<file path="config.mk">
export PLATFORM = sky130hd
export DESIGN_NAME = cpl_seq
export DESIGN_NICKNAME = d
export VERILOG_FILES = /design/src/sv/cpl_pkg.sv /design/src/sv/cpl_seq.sv
export SDC_FILE = /design/constraint.sdc
export NUM_CORES = 1
export LEC_CHECK = 0
export BUFFER_PORTS_ARGS = -buffer_cell sky130_fd_sc_hd__buf_2
export CELL_PAD_IN_SITES_DETAIL_PLACEMENT = 0
export CELL_PAD_IN_SITES_GLOBAL_PLACEMENT = 1
export CORE_UTILIZATION = 35
export DETAILED_ROUTE_END_ITERATION = 7
export PLACE_DENSITY = 0.84
export REMOVE_ABC_BUFFERS = 1
export SYNTH_ARGS = -nofsm -noshare
export SYNTH_HDL_FRONTEND = slang
export SYNTH_SLANG_ARGS = --single-unit
</file>
<file path="constraint.sdc">
create_clock -name clk -period 2.9 [get_ports clk]
set_input_delay 0.58 -clock clk [delete_from_list [all_inputs] [get_ports clk]]
set_output_delay 0.58 -clock clk [all_outputs]
set_load 0.05 [all_outputs]
</file>
<file path="src/sv/cpl_pkg.sv">
`timescale 1ns / 1ps

package cpl_pkg;

	localparam int MOTORS_DEF        = 4;
	localparam int ANGLE_LIMIT_DEF   = 5000;
	localparam int SPEED_LIMIT_DEF   = 1000;
	localparam int CURRENT_LIMIT_DEF = 3000;

	localparam int NUM_REGS  = 8;
	localparam int REG_W     = 32;
	localparam int REG_IDX_W = 3;
	localparam int LIM_W     = 16;
	localparam int PC_W      = 4;

	localparam logic [REG_W-1:0] CURRENT_KD_FIXED = 32'd83886080;

	typedef enum logic [REG_IDX_W-1:0] {
		REG_ANGLE_KP,
		REG_ANGLE_KI,
		REG_ANGLE_KD,
		REG_SPEED_KP,
		REG_SPEED_KI,
		REG_SPEED_KD,
		REG_CURRENT_KP,
		REG_CURRENT_KI
	} reg_idx_t;

	typedef enum logic [1:0] {
		STG_ANGLE,
		STG_SPEED,
		STG_CURRENT
	} stage_t;

	typedef enum logic [1:0] {
		TERM_P,
		TERM_I,
		TERM_D
	} term_t;

	typedef enum logic [2:0] {
		COND_NEXT,
		COND_NO_INPUT,
		COND_BAD_MOTOR,
		COND_MORE,
		COND_OUT_BUSY,
		COND_ALWAYS
	} cond_t;

	typedef logic [PC_W-1:0] pc_t;

	localparam pc_t STEP_WAIT      = 4'd0;
	localparam pc_t STEP_RANGE     = 4'd1;
	localparam pc_t STEP_ERR       = 4'd2;
	localparam pc_t STEP_MUL_P     = 4'd3;
	localparam pc_t STEP_MUL_I     = 4'd4;
	localparam pc_t STEP_MUL_D     = 4'd5;
	localparam pc_t STEP_ACC       = 4'd6;
	localparam pc_t STEP_ROUND     = 4'd7;
	localparam pc_t STEP_OUT_WAIT  = 4'd8;
	localparam pc_t STEP_OUT       = 4'd9;
	localparam pc_t STEP_ZERO_WAIT = 4'd10;
	localparam pc_t STEP_ZERO      = 4'd11;

	typedef struct packed {
		logic  take;
		logic  stage_clr;
		logic  err_en;
		logic  acc_clr;
		logic  mul_en;
		term_t term;
		logic  acc_en;
		logic  wb_en;
		logic  stage_inc;
		logic  out_en;
		logic  out_zero;
		cond_t cond;
		pc_t   target;
	} uword_t;

	typedef struct packed {
		uword_t uw;
		stage_t stage;
		logic   load;
	} dp_ctl_t;

	typedef struct packed {
		logic bad_motor;
		logic out_busy;
	} dp_stat_t;

	function automatic logic [REG_W-1:0] reg_reset(input reg_idx_t idx);
		logic [REG_W-1:0] v;
		unique case (idx)
			REG_ANGLE_KP:   v = 32'd25165824;
			REG_ANGLE_KI:   v = 32'd1678;
			REG_ANGLE_KD:   v = 32'd838860800;
			REG_SPEED_KP:   v = 32'd15099494;
			REG_SPEED_KI:   v = 32'd839;
			REG_SPEED_KD:   v = 32'd335544320;
			REG_CURRENT_KP: v = 32'd8388608;
			REG_CURRENT_KI: v = 32'd168;
		endcase
		return v;
	endfunction

	function automatic uword_t ucode(input pc_t pc);
		uword_t w;
		w = '0;
		unique case (pc)
			STEP_WAIT: begin
				w.take   = 1'b1;
				w.cond   = COND_NO_INPUT;
				w.target = STEP_WAIT;
			end
			STEP_RANGE: begin
				w.stage_clr = 1'b1;
				w.cond      = COND_BAD_MOTOR;
				w.target    = STEP_ZERO_WAIT;
			end
			STEP_ERR: begin
				w.err_en  = 1'b1;
				w.acc_clr = 1'b1;
			end
			STEP_MUL_P: begin
				w.mul_en = 1'b1;
				w.term   = TERM_P;
			end
			STEP_MUL_I: begin
				w.mul_en = 1'b1;
				w.term   = TERM_I;
				w.acc_en = 1'b1;
			end
			STEP_MUL_D: begin
				w.mul_en = 1'b1;
				w.term   = TERM_D;
				w.acc_en = 1'b1;
			end
			STEP_ACC: begin
				w.acc_en = 1'b1;
			end
			STEP_ROUND: begin
				w.wb_en     = 1'b1;
				w.stage_inc = 1'b1;
				w.cond      = COND_MORE;
				w.target    = STEP_ERR;
			end
			STEP_OUT_WAIT: begin
				w.cond   = COND_OUT_BUSY;
				w.target = STEP_OUT_WAIT;
			end
			STEP_OUT: begin
				w.out_en = 1'b1;
				w.cond   = COND_ALWAYS;
				w.target = STEP_WAIT;
			end
			STEP_ZERO_WAIT: begin
				w.cond   = COND_OUT_BUSY;
				w.target = STEP_ZERO_WAIT;
			end
			STEP_ZERO: begin
				w.out_en   = 1'b1;
				w.out_zero = 1'b1;
				w.cond     = COND_ALWAYS;
				w.target   = STEP_WAIT;
			end
			default: begin
				w.cond   = COND_ALWAYS;
				w.target = STEP_WAIT;
			end
		endcase
		return w;
	endfunction

endpackage

</file>
<file path="src/sv/cpl_seq.sv">
`timescale 1ns / 1ps

module cpl_seq import cpl_pkg::*; (
	input  logic     clk,
	input  logic     arst_n,
	input  logic     in_valid,
	input  dp_stat_t stat,
	output logic     in_ready,
	output dp_ctl_t  ctl
);

	pc_t    pc_q;
	pc_t    pc_d;
	stage_t stage_q;
	stage_t stage_d;
	uword_t uw;
	logic   jump;

	assign uw       = ucode(pc_q);
	assign in_ready = uw.take;

	always_comb begin
		case (uw.cond)
			COND_NEXT:      jump = 1'b0;
			COND_NO_INPUT:  jump = ~in_valid;
			COND_BAD_MOTOR: jump = stat.bad_motor;
			COND_MORE:      jump = (stage_q != STG_CURRENT);
			COND_OUT_BUSY:  jump = stat.out_busy;
			COND_ALWAYS:    jump = 1'b1;
			default:        jump = 1'b1;
		endcase
		pc_d = jump ? uw.target : pc_q + 1'b1;
	end

	always_comb begin
		stage_d = stage_q;
		if (uw.stage_clr) begin
			stage_d = STG_ANGLE;
		end else if (uw.stage_inc) begin
			case (stage_q)
				STG_ANGLE: stage_d = STG_SPEED;
				STG_SPEED: stage_d = STG_CURRENT;
				default:   stage_d = STG_ANGLE;
			endcase
		end
	end

	always_ff @(posedge clk or negedge arst_n) begin
		if (!arst_n) begin
			pc_q    <= STEP_WAIT;
			stage_q <= STG_ANGLE;
		end else begin
			pc_q    <= pc_d;
			stage_q <= stage_d;
		end
	end

	assign ctl.uw    = uw;
	assign ctl.stage = stage_q;
	assign ctl.load  = uw.take & in_valid;

endmodule

</file>
==> impl_metrics.csv, run 1 <==
group,metric,value,unit
cts,cts-root-buf,"clkbuf_4",
cts,cts_tree,"done",
critical_path,critPathLaunchType,"flop",
cts,cts.sinks,6,
detailed_routing,drc,4,
placed_design,place_congestion,0.700,
detailed_routing,post_drt_wl_per_cell,11.4,µm
detailed_routing,ant_nets,0,
cts,cts_buffers,3,
synthesis,ys.warnings.count,0,
finish,fin_nets,99,
die,placement_rows,14,
global_routing,grt_pass1_wl,1850,µm
min_path,hold_class,"in -> async",
detailed_routing,vias_per_cell,4.86,
synthesis,synth_area_leaders,"dfrtp_1, ha_1, buf_4",
finish,drive_above_1_share,39.8,%
detailed_routing,wirelength,1180,µm
outcome,outcome,"complete, but fails checks",
die,start_util,39.0,%
sta,rsz0062_at_grt,"no",
sta,tightest_slew,531,ps
global_routing,grt_max_degree,17,
die,core,1580,µm²
synthesis,ys_ff_latch,6,
finish,n_antenna_cell,0,
sta,setup_violations,0,
detailed_routing,drt_pass1_iterations,6,
die,die_x,43.9,µm
cts,cts_hold_buffers,0,
sta,hold_viol,0,
synthesis,synthAdderAreaFrac,8.15,%
global_routing,antenna_found_initial,0,
critical_path,arrival,2000,ps
detailed_routing,vias,505,
synthesis,synth_area_per_cell,9.17,µm²
synthesis,synth_top_family_by_area,"simple AND/OR/NAND/NOR gates",
sta,finalCriticalPeriod,2580,ps
critical_path,worst-path-max-fanout,8,
placed_design,port-buffer-count,25,
critical_path,path_cells,"inv_1 -> ha_1 -> mux2i_1 -> nor2_1 -> a31o_1 -> buf_2",
critical_path,worstPathRequired,2320,ps
placed_design,dp_hpwl,978,µm
outcome,violations,"DRC",
synthesis,yosys.area_share.simple,23.4,%
critical_path,worst_setup_path_end_kind,"output pin",
synthesis,synth_top_cell_by_area,"dfrtp_1",
sta,relSlewSlack,64.6,%
die,die_area,1930,µm²
job,drv_cap,0,
finish,area_delta_synth_final,18.1,%
cts,htreeDepth,1,
synthesis,yosys.cell_types.count,31,
synthesis,synth_xor_xnor_area_share,2.85,%
critical_path,max_stage_delay,400,ps
finish,fin_util,46.0,%
synthesis,synth_mux_area_share,5.30,%
synthesis,netlist_area,614,µm²
global_routing,grt_pass1_vias,424,
finish,final_common_cell,"buf_2",
synthesis,synth_top_area_share,24.4,%
finish,final_cell_mix,"buf_2, nor2_1, and2_1, dfrtp_1, inv_1",
critical_path,cp_slowest_cell,"dfrtp_1",
cts,insertion_delay,230,ps
cts,clock_path_buffers,2,
detailed_routing,dr.first_iter.drc_count,8,
sta,layout_setup_ws,318,ps
sta,layout_worst_path_cycle_share,89.0,%
placed_design,place_ws,557,ps
global_routing,track_usage,13.5,%
placed_design,dp_cells,101,
synthesis,synth_compound_area_share,22.4,%
cts,postCtsResizedCells,0,
synthesis,synthCells,67,
critical_path,critPathKind,"reg -> out",
synthesis,ys_seq_area_share,24.4,%
die,num_io_pins,28,
finish,stdcell_count,104,
sta,worst_clock_skew,1.35,ps
die,die_h,43.9,µm
cts,path_clk_slew,40,ps
cts,post_cts_buffers,0,
sta,maxSlewViolCount,0,
sta,clock.fmax,0.387,GHz
global_routing,grt-ovfl-total,0,
## flip-flops by register name (all words and copies together) (netlist names)
| name | cells |
|---|---|
| pc_q | 4 |
| stage_q | 2 |
## through the flow
step                setup TNS (ps)  hold WS [ps]  cell area (µm²)
floorplan                     -842           284              558
global placement                 0           403              703
detailed placement               0           405              703
CTS                              0           149              726
global route                     0           153              726
finish                           0           155              726
## critical path: cells and delay by family (launching register included)
family | cells | cell delay [ps]
DFF | 1 | 400
muxes | 1 | 200
buffers and inverters | 2 | 360
and+or+nand+nor | 1 | 290
adders and majority gates | 1 | 350
AOI/OAI and AO/OA | 1 | 170
## final timing paths
| path | start | end | slack, ps | cells after the start |
|---|---|---|---|---|
| setup / recovery | pc_q[1] | ctl[4] | 320 | 6 |
| hold / removal | arst_n | pc_q[2] | 150 | 1 |
| setup reg to reg | pc_q[0] | pc_q[3] | 680 | 6 |
| hold reg to reg | stage_q[1] | stage_q[1] | 510 | 1 |
| max in group asynchronous | arst_n | pc_q[3] | 2610 | 1 |
| min in group clk | stage_q[1] | stage_q[1] | 510 | 1 |
## synthesized netlist by cell type
cell        n
nor2_1     10
and2_1      6
buf_4       6
dfrtp_1     6
inv_1       5
ha_1        4
a211oi_1    2
mux2_1      2
nand2_1     2
o21a_1      2
xnor2_1     2
a2111oi_4   1
a211oi_2    1
a21oi_2     1
a31o_1      1
and3_1      1
buf_6       1
clkbuf_1    1
conb_1      1
mux2i_1     1
nand3_1     1
nand3b_1    1
nor3b_2     1
nor4_4      1
o211a_1     1
o21ai_0     1
o21ai_1     1
o22ai_2     1
o2bb2ai_1   1
o31a_1      1
or2_4       1
## layer usage
layer / global-route usage (%) / wire [µm]
met4: 9.09 / 0
met1: 18.0 / 578
met2: 19.7 / 538
met3: 2.50 / 65
met5: 0 / 0
## layout make-up
type                    instances  area (µm²)
fillers                       169         851
flip-flops and latches          6         150
clock buffers                   3        22.5
multi-input cells              49         389
repair buffers                 25         125
inverters                       5        18.8
well taps                      16        20.0
## kinds of logic after synthesis
logic type	count (synthesis)
and+or+nand+nor	24
adders and majority gates	4
xor gates and xnor gates	2
other	1
AOI/OAI and AO/OA	14
muxes	3
DFF	6
buffers and inverters	13
Power of run 1 is left out: the tool's default activity adds up to more than one toggle a clock period on the data nets, which glitch-free logic cannot reach.
==> run 2, diff against run 1 <==
--- a/config.mk
+++ b/config.mk
@@ -8,9 +8,9 @@
 export BUFFER_PORTS_ARGS = -buffer_cell sky130_fd_sc_hd__buf_2
 export CELL_PAD_IN_SITES_DETAIL_PLACEMENT = 0
 export CELL_PAD_IN_SITES_GLOBAL_PLACEMENT = 1
-export CORE_UTILIZATION = 35
+export CORE_UTILIZATION = 32
 export DETAILED_ROUTE_END_ITERATION = 7
-export PLACE_DENSITY = 0.84
+export PLACE_DENSITY = 0.78
 export REMOVE_ABC_BUFFERS = 1
 export SYNTH_ARGS = -nofsm -noshare
 export SYNTH_HDL_FRONTEND = slang
==> constraint.sdc (replaced) <==
create_clock -name clk -period 2.6 [get_ports clk]
set_input_delay 0.52 -clock clk [delete_from_list [all_inputs] [get_ports clk]]
set_output_delay 0.52 -clock clk [all_outputs]
set_load 0.05 [all_outputs]
==> impl_metrics.csv, run 2 (same netlist as run 1, synthesis figures left out) <==
group,metric,value,unit
outcome,outcome,"completed",
finish,fin_nets,100,
cts,htreeDepth,1,
finish,fin_util,42.5,%
sta,layout_worst_path_cycle_share,93.6,%
finish,area_delta_synth_final,22.0,%
sta,setup_violations,0,
cts,cts_hold_buffers,0,
finish,stdcell_count,114,
critical_path,critPathKind,"reg -> out",
finish,n_antenna_cell,0,
critical_path,worst-path-max-fanout,6,
cts,postCtsResizedCells,0,
critical_path,worst_setup_path_end_kind,"output pin",
sta,clock.fmax,0.411,GHz
global_routing,grt_max_degree,11,
die,core,1760,µm²
cts,post_cts_buffers,0,
die,placement_rows,15,
sta,fin_tns_setup,0,ps
die,die_area,2100,µm²
cts,cts-root-buf,"clkbuf_4",
detailed_routing,vias_per_cell,4.54,
global_routing,grt_pass1_wl,1910,µm
cts,insertion_delay,240,ps
die,die_h,45.8,µm
detailed_routing,wirelength,1260,µm
critical_path,worstPathRequired,2080,ps
placed_design,place_congestion,0.704,
finish,final_cell_area,749,µm²
sta,maxSlewViolCount,0,
detailed_routing,drt_pass1_iterations,4,
detailed_routing,post_drt_wl_per_cell,11.1,µm
detailed_routing,vias,517,
placed_design,place_area,722,µm²
detailed_routing,drc,0,
detailed_routing,dr.first_iter.drc_count,8,
cts,cts_tree,"done",
die,num_io_pins,28,
sta,finalCriticalPeriod,2430,ps
finish,final_cell_mix,"buf_2, nor2_1, and2_1, dfrtp_1, inv_1",
min_path,hold_class,"in -> async",
cts,path_clk_slew,40,ps
job,drv_cap,0,
global_routing,track_usage,13.3,%
finish,drive_above_1_share,42.7,%
cts,cts_buffers,3,
die,die_x,45.8,µm
global_routing,antenna_found_initial,0,
placed_design,port-buffer-count,25,
placed_design,dp_cells,111,
sta,hold_viol,0,
critical_path,arrival,1910,ps
sta,rsz0062_at_grt,"no",
finish,largest_reg_flops,4,
finish,final_common_cell,"buf_2",
global_routing,grt-ovfl-total,0,
finish,regMostFlops,"pc_q",
detailed_routing,ant_nets,0,
die,start_util,34.8,%
sta,worst_clock_skew,0.210,ps
critical_path,critPathLaunchType,"flop",
placed_design,dp_hpwl,1040,µm
global_routing,grt_pass1_vias,430,
cts,clock_path_buffers,2,
finish,reg.largest.list,"pc_q x4, stage_q x2",
cts,cts.sinks,6,
run 2: final cells by class:
cell class                 instances  area, µm²
sequential                         6        150
multi-input combinational         49        394
clock buffer                       3       22.5
timing repair buffer              26        133
fill                             196       1010
inverter                           5       18.8
tap                               25       31.3
run 2: critical path, stage by stage (launching register included):
cell and delay, ps:
dfrtp_1 420, inv_1 100, ha_1 300, nor2_1 120
a2111oi_4 440, inv_1 80, buf_2 220
run 2: final timing paths:
kind                       slack, ps  startpoint  cells after the start         end
setup / recovery                 170     pc_q[0]                      6      ctl[7]
hold / removal                    90      arst_n                      1  stage_q[0]
setup reg to reg                 430     pc_q[0]                      7     pc_q[3]
hold reg to reg                  520     pc_q[0]                      1     pc_q[0]
max in group asynchronous       2370      arst_n                      1     pc_q[2]
min in group clk                 520     pc_q[0]                      1     pc_q[0]
run 2: metrics by stage:
stage	hold slack [ps]	worst slack, ps
floorplan	224	-615
global placement	343	348
detailed placement	346	309
CTS	85.5	49.6
global route	95.9	29.0
finish	91.3	165
run 2: layer usage:
layer / GRT usage [%] / part of all wire, % / wire (µm) / up-vias
met5: 0 / 0 / 0 / -
met3: 2.38 / 2.9 / 36 / 2
met1: 17.8 / 46 / 577 / 239
li1: - / - / - / 264
met2: 19.4 / 50 / 633 / 12
met4: 8.82 / 1.1 / 14 / 0
Power of run 2 is left out for the same reason.
==> run 3, diff against run 2 <==
--- a/config.mk
+++ b/config.mk
@@ -11,6 +11,7 @@
 export CORE_UTILIZATION = 32
 export DETAILED_ROUTE_END_ITERATION = 7
 export PLACE_DENSITY = 0.78
+export RECOVER_POWER = 50
 export REMOVE_ABC_BUFFERS = 1
 export SYNTH_ARGS = -nofsm -noshare
 export SYNTH_HDL_FRONTEND = slang
==> impl_metrics.csv, run 3 (same netlist as run 1, synthesis figures left out) <==
group,metric,value,unit
global_routing,grt_max_degree,11,
placed_design,dp_hpwl,1040,µm
finish,final_common_cell,"buf_2",
sta,maxSlewViolCount,0,
critical_path,endpoint,"ctl[4]",
detailed_routing,drt_pass1_iterations,4,
finish,largest_reg_flops,4,
die,die_area,2100,µm²
detailed_routing,wirelength,1270,µm
global_routing,grt_pass1_wl,1910,µm
finish,final_cell_mix,"buf_2, nor2_1, clkbuf_1, dfrtp_1",
job,drv_cap,0,
cts,insertion_delay,240,ps
finish,reg.largest.list,"pc_q x4, stage_q x2",
finish,area_delta_synth_final,20.0,%
min_path,hold_class,"in -> async",
detailed_routing,dr.first_iter.drc_count,9,
critical_path,arrival,1900,ps
global_routing,grt-ovfl-total,0,
sta,setup_violations,0,
finish,n_antenna_cell,0,
critical_path,worstPathRequired,2080,ps
sta,relSlewSlack,60.5,%
cts,cts_buffers,3,
placed_design,port-buffer-count,25,
cts,cts-root-buf,"clkbuf_4",
die,num_io_pins,28,
outcome,outcome,"completed",
sta,tightest_slew,595,ps
finish,fin_util,41.8,%
sta,hold_viol,0,
detailed_routing,vias_per_cell,4.55,
die,core,1760,µm²
global_routing,track_usage,13.3,%
global_routing,grt_pass1_vias,430,
sta,worst_clock_skew,0.256,ps
sta,fin_tns_setup,0,ps
detailed_routing,vias,519,
sta,finalCriticalPeriod,2420,ps
finish,drive_above_1_share,33.7,%
critical_path,r2r_slack,350,ps
detailed_routing,ant_nets,0,
critical_path,rr_startpoint,"pc_q[0]",
cts,clock_path_buffers,2,
placed_design,place_congestion,0.704,
critical_path,startpoint,"pc_q[1]",
cts,path_clk_slew,40,ps
die,placement_rows,15,
critical_path,rr_worst_depth,7,
critical_path,rr_endpoint,"pc_q[3]",
detailed_routing,drc,0,
critical_path,worst-path-max-fanout,8,
cts,htreeDepth,1,
global_routing,antenna_found_initial,0,
critical_path,critPathLaunchType,"flop",
die,die_x,45.8,µm
placed_design,place_ws,309,ps
sta,rsz0062_at_grt,"no",
critical_path,worst_setup_path_end_kind,"output pin",
sta,clock.fmax,0.413,GHz
sta,whs,135,ps
cts,cts.sinks,6,
die,start_util,34.8,%
detailed_routing,post_drt_wl_per_cell,11.1,µm
critical_path,critPathKind,"reg -> out",
sta,layout_setup_ws,179,ps
cts,post_cts_buffers,0,
finish,fin_nets,100,
die,die_h,45.8,µm
sta,layout_worst_path_cycle_share,93.1,%
finish,regMostFlops,"pc_q",
finish,fillers,200,
cts,cts_tree,"done",
## run 3: critical path, cell delays in order (launching register included)
cell and delay [ps]:
dfrtp_1 410, inv_1 100, ha_2 280, mux2i_1 150
nor2_1 290, a31o_1 180, buf_2 270
## run 3: layout make-up
| cell class | count | area [µm²] | share of cell area [%] |
|---|---|---|---|
| clock buffer | 3 | 22.5 | 3.06 |
| inverter | 5 | 18.8 | 2.55 |
| multi-input combinational | 49 | 390 | 53.0 |
| sequential | 6 | 150 | 20.4 |
| tap | 25 | 31.3 | 4.24 |
| timing repair buffer | 26 | 124 | 16.8 |
## run 3: per-layer routing
metal | up-vias | global-route usage, % | share of wire (%)
met4 | 0 | 8.82 | 1.1
met2 | 12 | 19.4 | 50
met5 | - | 0 | 0
met1 | 240 | 17.8 | 46
met3 | 2 | 2.38 | 3.1
li1 | 265 | - | -
## run 3: repair_timing
action | CTS | global route
hold buffers | 0 | 0
endpoints found under the setup margin | 0 | 1
resized for setup | 0 | 2
## run 3: worst min-delay path by stage
| stage | to | cells after the start | slack (ps) |
|---|---|---|---|
| after floorplan | pc_q[0] | 0 | 220 |
| after global placement | stage_q[0] | 1 | 340 |
| after detailed placement | stage_q[0] | 1 | 350 |
| after CTS | stage_q[0] | 1 | 90 |
| after global routing | stage_q[0] | 1 | 160 |
| final | stage_q[0] | 1 | 130 |
## run 3: through the flow
step	cell area [µm²]	instances
3_3_place_gp	722	111
2_1_floorplan	558	60
6_report	737	114
4_1_cts	744	114
3_5_place_dp	722	111
5_1_grt	737	114
Power of run 3 is left out for the same reason.
